--- config.mk ---
export PLATFORM = sky130hd
export DESIGN_NAME = base64url_decoder
export DESIGN_NICKNAME = d
export VERILOG_FILES = /design/src/b64u_pkg.sv /design/src/b64u_decode.sv /design/src/b64u_result_buf.sv /design/src/base64url_decoder.sv
export VERILOG_INCLUDE_DIRS = /design/src /design/src/src
export SDC_FILE = /design/constraint.sdc
export NUM_CORES = 1
export LEC_CHECK = 0
export ABC_AREA = 1
export BUFFER_PORTS_ARGS = -buffer_cell sky130_fd_sc_hd__buf_2
export CORE_MARGIN = 4
export CORE_UTILIZATION = 38
export CTS_CLUSTER_DIAMETER = 150
export CTS_CLUSTER_SIZE = 30
export DETAILED_ROUTE_END_ITERATION = 7
export MAX_ROUTING_LAYER = met4
export SYNTH_ARGS = -nofsm -noshare
export SYNTH_HDL_FRONTEND = slang
export SYNTH_SLANG_ARGS = --single-unit
export TNS_END_PERCENT = 5
--- constraint.sdc ---
create_clock -name clk -period 4.1 [get_ports clk]
set_input_delay 0.615 -clock clk [delete_from_list [all_inputs] [get_ports clk]]
set_output_delay 0.615 -clock clk [all_outputs]
set_load 0.01 [all_outputs]
--- src/assert_macros.svh ---
// Assertion macros used by the RTL file that carries checks (base64url_decoder.sv).
// Each macro expects signals named clk and rst_n in the using module.
`ifndef ASSERT_MACROS_SVH
`define ASSERT_MACROS_SVH

// Property checked on every rising clock edge outside reset.
`define ASSERT_CLK(lbl, prop, msg) \
    lbl: assert property (@(posedge clk) disable iff (!rst_n) (prop)) else $error(msg);

// Condition that must never be true outside reset.
`define ASSERT_NEVER(lbl, cond, msg) \
    lbl: assert property (@(posedge clk) disable iff (!rst_n) !(cond)) else $error(msg);

`endif

--- src/b64u_pkg.sv ---
// Types, character constants and helper functions for the base64url decoder.
// No dependencies; imported by every module of the block.
package b64u_pkg;

    localparam int RESULTS_MAX = 4;
    localparam int COUNT_W     = 3;

    localparam logic [7:0] CHAR_PAD    = 8'h3d;  // '='
    localparam logic [7:0] CHAR_DASH   = 8'h2d;  // '-'
    localparam logic [7:0] CHAR_USCORE = 8'h5f;  // '_'
    localparam logic [7:0] CHAR_UP_A   = 8'h41;
    localparam logic [7:0] CHAR_UP_Z   = 8'h5a;
    localparam logic [7:0] CHAR_LO_A   = 8'h61;
    localparam logic [7:0] CHAR_LO_Z   = 8'h7a;
    localparam logic [7:0] CHAR_DIG_0  = 8'h30;
    localparam logic [7:0] CHAR_DIG_9  = 8'h39;

    typedef struct packed {
        logic [7:0] char_in;
        logic       end_of_string;
    } b64u_in_t;

    typedef struct packed {
        logic [7:0] byte_out;
        logic       is_status;
        logic       status_code;
        logic       last_result;
    } b64u_result_t;

    // Results caused by one character, oldest in slot 0.
    typedef struct packed {
        logic [COUNT_W-1:0]                 count;
        b64u_result_t [RESULTS_MAX-1:0]     slots;
    } b64u_group_t;

    typedef struct packed {
        logic               free;   // buffer can take a new group this cycle
        logic [COUNT_W-1:0] count;
    } b64u_buf_status_t;

    // {valid, sextet}
    function automatic logic [6:0] sextet_of(input logic [7:0] c);
        logic [6:0] r;
        r = '0;
        if (c >= CHAR_UP_A && c <= CHAR_UP_Z)
            r = {1'b1, 6'(c - CHAR_UP_A)};
        else if (c >= CHAR_LO_A && c <= CHAR_LO_Z)
            r = {1'b1, 6'(c - CHAR_LO_A + 8'd26)};
        else if (c >= CHAR_DIG_0 && c <= CHAR_DIG_9)
            r = {1'b1, 6'(c - CHAR_DIG_0 + 8'd52)};
        else if (c == CHAR_DASH)
            r = {1'b1, 6'd62};
        else if (c == CHAR_USCORE)
            r = {1'b1, 6'd63};
        return r;
    endfunction

    function automatic b64u_result_t make_data(input logic [7:0] b);
        b64u_result_t r;
        r.byte_out    = b;
        r.is_status   = 1'b0;
        r.status_code = 1'b0;
        r.last_result = 1'b0;
        return r;
    endfunction

    function automatic b64u_result_t make_status(input logic bad);
        b64u_result_t r;
        r.byte_out    = 8'h00;
        r.is_status   = 1'b1;
        r.status_code = bad;
        r.last_result = 1'b1;
        return r;
    endfunction

endpackage

--- src/b64u_decode.sv ---
// Decode state and per-character step: sextet lookup, group packing,
// trailing-character check. Depends on b64u_pkg.
module b64u_decode (
    input  logic                 clk,
    input  logic                 rst_n,
    input  b64u_pkg::b64u_in_t   item,
    input  logic                 advance,
    output b64u_pkg::b64u_group_t group
);
    import b64u_pkg::*;

    logic [1:0]  pos_reg,  pos_next;
    logic [17:0] hold_reg, hold_next;
    logic        stop_reg, stop_next;
    logic [1:0]  tc_reg,   tc_next;
    logic        tnp_reg,  tnp_next;

    logic [6:0]  sx;
    logic        take;
    logic        bad;
    logic [23:0] word;
    logic [COUNT_W-1:0] k;
    b64u_result_t [RESULTS_MAX-1:0] slots;

    always_comb
    begin
        sx        = sextet_of(item.char_in);
        take      = !stop_reg && (item.char_in != CHAR_PAD) && sx[6];
        word      = {hold_reg, sx[5:0]};
        pos_next  = pos_reg;
        hold_next = hold_reg;
        stop_next = stop_reg;
        tc_next   = tc_reg;
        tnp_next  = tnp_reg;
        k         = '0;
        slots     = '0;

        if (take)
        begin
            if (pos_reg == 2'd3)
            begin
                slots[0]  = make_data(word[23:16]);
                slots[1]  = make_data(word[15:8]);
                slots[2]  = make_data(word[7:0]);
                k         = COUNT_W'(3);
                pos_next  = '0;
                hold_next = '0;
            end
            else
            begin
                hold_next = {hold_reg[11:0], sx[5:0]};
                pos_next  = pos_reg + 2'd1;
            end
        end
        else
        begin
            stop_next = 1'b1;
            if (tc_reg != 2'd3)
                tc_next = tc_reg + 2'd1;
            if (item.char_in != CHAR_PAD)
                tnp_next = 1'b1;
        end

        bad = (tc_next == 2'd3) || tnp_next;

        if (item.end_of_string)
        begin
            if (!bad)
            begin
                if (pos_next == 2'd2)
                begin
                    slots[0] = make_data(hold_next[11:4]);
                    k        = COUNT_W'(1);
                end
                else if (pos_next == 2'd3)
                begin
                    slots[0] = make_data(hold_next[17:10]);
                    slots[1] = make_data(hold_next[9:2]);
                    k        = COUNT_W'(2);
                end
            end
            slots[k[1:0]] = make_status(bad);
            k             = k + COUNT_W'(1);
            // string done: clear for the next one
            pos_next  = '0;
            hold_next = '0;
            stop_next = 1'b0;
            tc_next   = '0;
            tnp_next  = 1'b0;
        end

        group.count = k;
        group.slots = slots;
    end

    always_ff @(posedge clk or negedge rst_n)
    begin
        if (!rst_n)
        begin
            pos_reg  <= '0;
            hold_reg <= '0;
            stop_reg <= 1'b0;
            tc_reg   <= '0;
            tnp_reg  <= 1'b0;
        end
        else if (advance)
        begin
            pos_reg  <= pos_next;
            hold_reg <= hold_next;
            stop_reg <= stop_next;
            tc_reg   <= tc_next;
            tnp_reg  <= tnp_next;
        end
    end

endmodule

--- src/b64u_result_buf.sv ---
// Result buffer: holds the results of one character and hands them out
// one per cycle unless stalled, oldest first. Depends on b64u_pkg.
module b64u_result_buf (
    input  logic                        clk,
    input  logic                        rst_n,
    input  logic                        load,
    input  b64u_pkg::b64u_group_t       group,
    output logic                        result_valid,
    input  logic                        result_stall,
    output b64u_pkg::b64u_result_t      result_item,
    output b64u_pkg::b64u_buf_status_t  status
);
    import b64u_pkg::*;

    b64u_result_t       slot_reg [RESULTS_MAX];
    logic [COUNT_W-1:0] cnt_reg;
    logic               fire;

    assign result_valid = (cnt_reg != '0);
    assign result_item  = slot_reg[0];
    assign fire         = result_valid && !result_stall;
    assign status.free  = (cnt_reg == '0) || ((cnt_reg == COUNT_W'(1)) && fire);
    assign status.count = cnt_reg;

    always_ff @(posedge clk or negedge rst_n)
    begin
        if (!rst_n)
            cnt_reg <= '0;
        else if (load)
            cnt_reg <= group.count;
        else if (fire)
            cnt_reg <= cnt_reg - COUNT_W'(1);
    end

    // payload: shift toward slot 0 as results leave
    always_ff @(posedge clk)
    begin
        if (load)
        begin
            for (int i = 0; i < RESULTS_MAX; i++)
                slot_reg[i] <= group.slots[i];
        end
        else if (fire)
        begin
            for (int i = 0; i < RESULTS_MAX - 1; i++)
                slot_reg[i] <= slot_reg[i + 1];
        end
    end

endmodule

--- src/base64url_decoder.sv ---
// Top level of the base64url decoder: input register, decode step, result buffer.
// Depends on b64u_pkg, b64u_decode, b64u_result_buf and assert_macros.svh.
`include "assert_macros.svh"

// Streaming base64url decoder. One character enters per item on the char
// channel with end_of_string marking the last character of a string. Each
// complete group of four alphabet characters gives three data bytes; the
// end of a string gives the bytes of a well-formed partial group and then a
// status item (is_status=1, last_result=1, status_code=1 when malformed).
// Decoding stops at the first '=' or non-alphabet character; at most two
// trailing characters, all '=', are allowed. Data bytes already delivered
// for a malformed string stay delivered and should be dropped downstream.
// Rate: a character that gives no result is taken every cycle. A character
// that gives results (group end or string end) loads 1 to 4 results into
// the result buffer, which sends one result per cycle unless stalled. A
// result-giving character that finds the buffer still busy waits in the
// input register, stalling the input, until the last buffered result
// leaves. Unstalled, a long string streams at one character per cycle
// (three results per four characters); short strings, whose statuses add
// results, are held to the one-result-per-cycle output port. Data flows
// through the input register and then the result buffer.
module base64url_decoder (
    input  logic                     clk,
    input  logic                     rst_n,
    input  logic                     char_valid,
    output logic                     char_stall,
    input  b64u_pkg::b64u_in_t       char_item,
    output logic                     result_valid,
    input  logic                     result_stall,
    output b64u_pkg::b64u_result_t   result_item
);
    import b64u_pkg::*;

    b64u_in_t          char_reg;
    logic              char_valid_reg;
    b64u_group_t       group;
    b64u_buf_status_t  buf_status;
    logic              consume;
    logic              load;

    // An item with no results is retired at once; one with results needs
    // the buffer empty, or emptying this cycle.
    assign consume    = char_valid_reg && ((group.count == '0) || buf_status.free);
    assign load       = consume && (group.count != '0);
    assign char_stall = char_valid_reg && !consume;

    always_ff @(posedge clk or negedge rst_n)
    begin
        if (!rst_n)
            char_valid_reg <= 1'b0;
        else if (!char_stall)
            char_valid_reg <= char_valid;
    end

    always_ff @(posedge clk)
    begin
        if (!char_stall && char_valid)
            char_reg <= char_item;
    end

    b64u_decode u_decode (
        .clk     (clk),
        .rst_n   (rst_n),
        .item    (char_reg),
        .advance (consume),
        .group   (group)
    );

    b64u_result_buf u_result_buf (
        .clk          (clk),
        .rst_n        (rst_n),
        .load         (load),
        .group        (group),
        .result_valid (result_valid),
        .result_stall (result_stall),
        .result_item  (result_item),
        .status       (buf_status)
    );

    // status item closes a string and carries no byte
    `ASSERT_CLK(a_status_last, result_valid && result_item.is_status |-> result_item.last_result && (result_item.byte_out == 8'h00), "status result malformed")
    // data items never carry status fields
    `ASSERT_CLK(a_data_clean, result_valid && !result_item.is_status |-> !result_item.status_code && !result_item.last_result, "data result carries status")
    // a group is never loaded over undelivered results
    `ASSERT_NEVER(a_no_overwrite, load && !buf_status.free, "result buffer overwritten")
    // buffered result count never exceeds RESULTS_MAX (one group)
    `ASSERT_NEVER(a_count_range, buf_status.count > COUNT_W'(RESULTS_MAX), "result count out of range")

endmodule
[Yosys cells after proc, flatten, opt, wreduce, memory -nomap -nowiden]
Memories as Yosys holds them, arrays and structs flattened.
Index checks and enable logic that the tools add are counted.
Widths: inputs -> output; s select.
Storage, ports and cells
  register bits: 37
  RAM bits: 44
  input bits: 13
  word-level logic and storage cells: 115
  memories kept: 1
Memory list
  u_result_buf.slot_reg: words 4, bits a word 11, read ports 4, clocked after memory_dff 0, write ports 4, RTL line b64u_result_buf.sv:15  | b64u_result_t slot_reg [RESULTS_MAX];
Operators by class
  $add $sub $neg: 9
  $lt $le $gt $ge: 8
  equal/unequal tests: 10
  mux-type cells: 47
  bitwise gates (word level): 3
  reduce and logical (&&, ||, !) cells: 27
Operators with widths (count)
  $mux 11: 6
  $mux 22: 3
  $mux 33: 2
  $mux 18: 3
  $bwmux 44: 1
  $mux 44: 1
  $mux 7: 5
  $mux 3: 8
  $demux 11 s2: 1
  $ge 8x7->1 const B: 2
  $le 8x7->1 const B: 2
  $mux 2: 7
  $logic_and 1x1->1: 12
  $sub 6x6->6 const B: 2
  $mux 1: 10
  $eq 2x2->1 const B: 4
  $eq 8x6->1 const B: 1
  $eq 8x7->1 const B: 1
  $ge 8x6->1 const B: 1
  $le 8x6->1 const B: 1
  $ne 8x6->1 const B: 1
  $add 6x5->6 const B: 1
  $add 6x6->6 const B: 1
  $logic_not 3->1: 2
  14 further kinds: 26

[Logic depth before layout (Yosys ltp)]
  depth in word-level cells: 22
  depth in mapped cells: 24
  depth with buffers taken out: 22

[Modules after synthesis]
From an unflattened synthesis, not the netlist that was laid out.
Unflattened totals
  cell total of the unflattened synthesis: 646
  area, all modules: 5355.1 µm²
By module, submodules not included
  b64u_decode: times used 1, cells each 439, area each 2751.4 µm²
  b64u_result_buf: times used 1, cells each 184, area each 2243.4 µm²
  base64url_decoder: times used 1, cells each 23, area each 360.3 µm²

[Least setup slack after synthesis]
Ideal clock, no wire load.
  kind: flip-flop to flip-flop
  start: register char_reg[3] in the netlist's numbering
  end: memory u_result_buf.slot_reg[2][8] in the netlist's numbering, data pin
  library setup time: 0.146 ns
  arrival time: 2.803 ns
  path slack: 1.151 ns
  cell stages (with the launch flop): 22
  clock period less this slack: 2.949 ns
  cells stage by stage: edfxtp_1 > buf_2 > inv_1 > ha_1 > nand2_1 > a21oi_1 > nand2_1 > nand2_2 > nand3_4 > nand2_2 > buf_6 > nand2_1 > nand2_1 > nand2_2 > nor2_4 > a21oi_1 > nand2_1 > inv_1 > ha_1 > a21oi_1 > nand2_1 > a21oi_1
RTL lines
  start: declaration: RTL line base64url_decoder.sv:34  | b64u_in_t char_reg;
  start signal: assignment: RTL line base64url_decoder.sv:58  | char_reg <= char_item;
  end: declaration: RTL line b64u_result_buf.sv:15

==> impl_metrics.csv <==
group,metric,value,unit
run_status,run_status,"finished, final reports clean",
finish,fillCellCount,1083,
worst_setup_path,critical_path_class,"register to register",
grt,grt_pass1_vias,3612,
timing,grt_setup_unrepaired,"false",
floorplan,floorplan.die_area,13200,sq um
cts,clkLatencyLatePin,340,ps
timing,final_setup_violating_endpoints,0,
cts,cts.reportedPaths.clkPinSlew,60,ps
worst_setup_path,critical_path.max_fanout,12,
worst_setup_path,crit_top_cell,"sky130_fd_sc_hd__nand2_1",
drt,num_vias,3557,
placement,placement.setup.worst_slack,425,ps
logic_synthesis,avgSynthCellArea,8.02,sq um
logic_synthesis,synth_largest_type_area_fraction,28.4,%
worst_setup_path,path_delay_family,"simple AND/OR/NAND/NOR gates",
finish,antenna_cells,0,
worst_setup_path,cpPeakStageDelay,550,ps
floorplan,fp.dieH,115,um
finish,number_of_flip_flops_under_the_largest_register_name,32,
logic_synthesis,synth-seq-cells,69,
logic_synthesis,synth-seq-area-share,44.5,%
grt,grt_start_max_net_pins,31,
logic_synthesis,yosys.area.top_type,"sky130_fd_sc_hd__edfxtp_1",
grt,antenna_found_initial,0,
grt,grt_overflow,0,
finish,finish.cell_count_without_fillers,708,
placement,detailed_place_hpwl,7.51,mm
worst_hold_path,worst_hold_path_type,"primary input to async pin",
timing,timing.final.ws_setup,505,ps
logic_synthesis,ys.flop_type,"sky130_fd_sc_hd__edfxtp_1",
timing,max_slew.worst_pin.slew,798,ps
drt,avgViaCountPerCell,5.02,
logic_synthesis,count_leader_synth,"sky130_fd_sc_hd__nand2_1",
timing,final.setup_skew,8.88,ps
grt,first_pass_grt_wire_length,17.7,mm
drt,totalWireLength,10.3,mm
drt,detailedRoute.firstIterationViolations,217,
pwr,total_power,2860,uW
placement,numPlacedInstances,692,
placement,dpl-instance-area,4550,sq um
cts,cts_tree,"built",
worst_setup_path,crit_path_top_delay_cell,"sky130_fd_sc_hd__edfxtp_1",
timing,timing.final.max_slew_violations,0,
cts,cts_root_buf,"sky130_fd_sc_hd__clkbuf_16",
drt,detailed_router_iteration_count_before_antenna_repair,5,
finish,drive_gt1_share,13.2,%
pwr,cellPowerDensity,585,nW/um^2
logic_synthesis,synth_cells,541,
placement,port_buffers,25,
cts,clock_path_buffers,2,
finish,design_area,4880,sq um
floorplan,core_area,11000,sq um
worst_setup_path,critical_path.endpoint_type,"register",
flow_run,max_cap_viols,0,
pwr,vdd.ir_drop.worst,343,uV
worst_setup_path,crit_required,4300,ps
drt,route.detailed.drc,0,
worst_setup_path,critPathBufInv,4,
cts,tritoncts_sink_count,69,
logic_synthesis,synth_net_count,570,
floorplan,die_w,115,um
logic_synthesis,synth.area.top_cells,"sky130_fd_sc_hd__edfxtp_1 28%, sky130_fd_sc_hd__dfrtp_1 16%, sky130_fd_sc_hd__nand2_1 12%",
floorplan,fp-row-count,38,
cts,ctsHoldBuffers,0,
timing,timing.final.hold_violations,0,
placement,routabilityCongestion,0.899,
cts,tritoncts.num_buffers,9,
pwr,static-leakage-power,0.00226,uW
worst_setup_path,crit_arrival,3790,ps
grt,globalRouteTotalUtil,17.5,%
finish,area_delta_synth_final,12.5,%
timing,setup_total_negative_slack,0,ps
worst_setup_path,crit_path_cell_trace,"inv_1 > ha_1 > nand2_1 > nor2_1 > a21oi_1 > nand2_2 > nand3_4 > nand2_2 > nand2_1 > nand2_2 > nor2_2 > buf_4 > nand2_1 > nand3_1 > inv_1 > ha_1 > nand2_1 > inv_1 > nor2_4 > nand3_1 > nand2_1",
cts,post-cts-setup-buffer-count,0,
worst_setup_path,cp-start-kind,"register",
floorplan,pin_count,26,
drt,detail_route.wl_per_cell,14.6,um
logic_synthesis,yosysWarnings,0,
logic_synthesis,synthDistinctLibCells,37,
cts,postCtsResizedCells,0,
finish,final_nets,592,
drt,antenna_left,0,
timing,fin_crit,3600,ps
logic_synthesis,synth-async-reset-ratio,40.6,%
logic_synthesis,netlist_area,4340,sq um
timing,timing.fmax,278,MHz
timing,slew_margin_rel,46.7,%
floorplan,initial_core_util,39.5,%
logic_synthesis,commonest_cells_in_the_synthesized_netlist,"143 x sky130_fd_sc_hd__nand2_1, 79 x sky130_fd_sc_hd__inv_1, 41 x sky130_fd_sc_hd__edfxtp_1",
timing,finalCritPeriodShare,87.7,%
logic_synthesis,edff_count_synth,41,
cts,cts_max_level,3,
-- per-layer routing --
| layer | GRT usage, % | vias to the layer above | part of all wire [%] |
|---|---|---|---|
| met5 | - | - | 0 |
| met4 | 6.10 | 0 | 2.3 |
| met3 | 3.68 | 24 | 5.7 |
| met2 | 27.0 | 106 | 47 |
| met1 | 22.8 | 1623 | 45 |
| li1 | - | 1804 | - |
-- metrics by stage --
step | hold slack (ps) | util (%)
finish | 324 | 44.4
global route | 387 | 44.4
CTS | 354 | 44.3
detailed placement | 505 | 41.4
global placement | 494 | 41.4
floorplan | 319 | -
-- worst paths after layout --
kind | startpoint | cells past startpoint | slack (ps) | end
min in group clk | char_item[4] | 1 | 460 | char_reg[4]
setup reg to reg | char_reg[3] | 21 | 500 | u_result_buf.slot_reg[1][8]
hold reg to reg | u_result_buf.slot_reg[1][7] | 2 | 520 | u_result_buf.slot_reg[0][7]
setup / recovery | char_reg[3] | 21 | 500 | u_result_buf.slot_reg[1][8]
hold / removal | rst_n | 1 | 320 | u_decode.hold_reg[11]
max in group asynchronous | rst_n | 1 | 3310 | u_result_buf.cnt_reg[2]
-- cell usage in the layout (no fill, tap or decap), drive strengths merged --
cell type  instances
nand3b             5
buf               28
o31ai              1
xnor2              1
ha                16
bufinv             2
clkbuf            12
nand4              5
o22ai             24
nand2            156
o21ai             35
dfrtp             28
o21a               2
o211ai             1
clkinv             2
nand3             41
edfxtp            41
a211oi             2
clkinvlp           1
a2bb2oi            1
nor2              50
a21oi             21
nor3               1
xor2               8
and2               1
inv               82
a22oi              1
-- cell type report --
type / instances / area (sq um) / share of cell area, %
clock buffer: 12 / 246 / 5.05
tap: 140 / 175 / 3.59
clock inverter: 4 / 72.6 / 1.49
timing repair buffer: 28 / 148 / 3.03
sequential: 69 / 1930 / 39.6
inverter: 83 / 312 / 6.39
multi-input combinational: 372 / 1990 / 40.9
-- power by group --
group          switching [uW]  internal (uW)
clock                     290            548
combinational             665            278
sequential               91.7            981
total                    1050           1810
-- kinds of logic after synthesis --
group | after synthesis | share of synthesized area, %
simple gates | 259 | 28.0
buf+inv | 100 | 9.72
compound gates | 88 | 11.3
flops | 69 | 44.5
fa+ha+maj | 16 | 4.61
xor+xnor | 9 | 1.82
No activity file was read; power rests on OpenSTA's default activity.
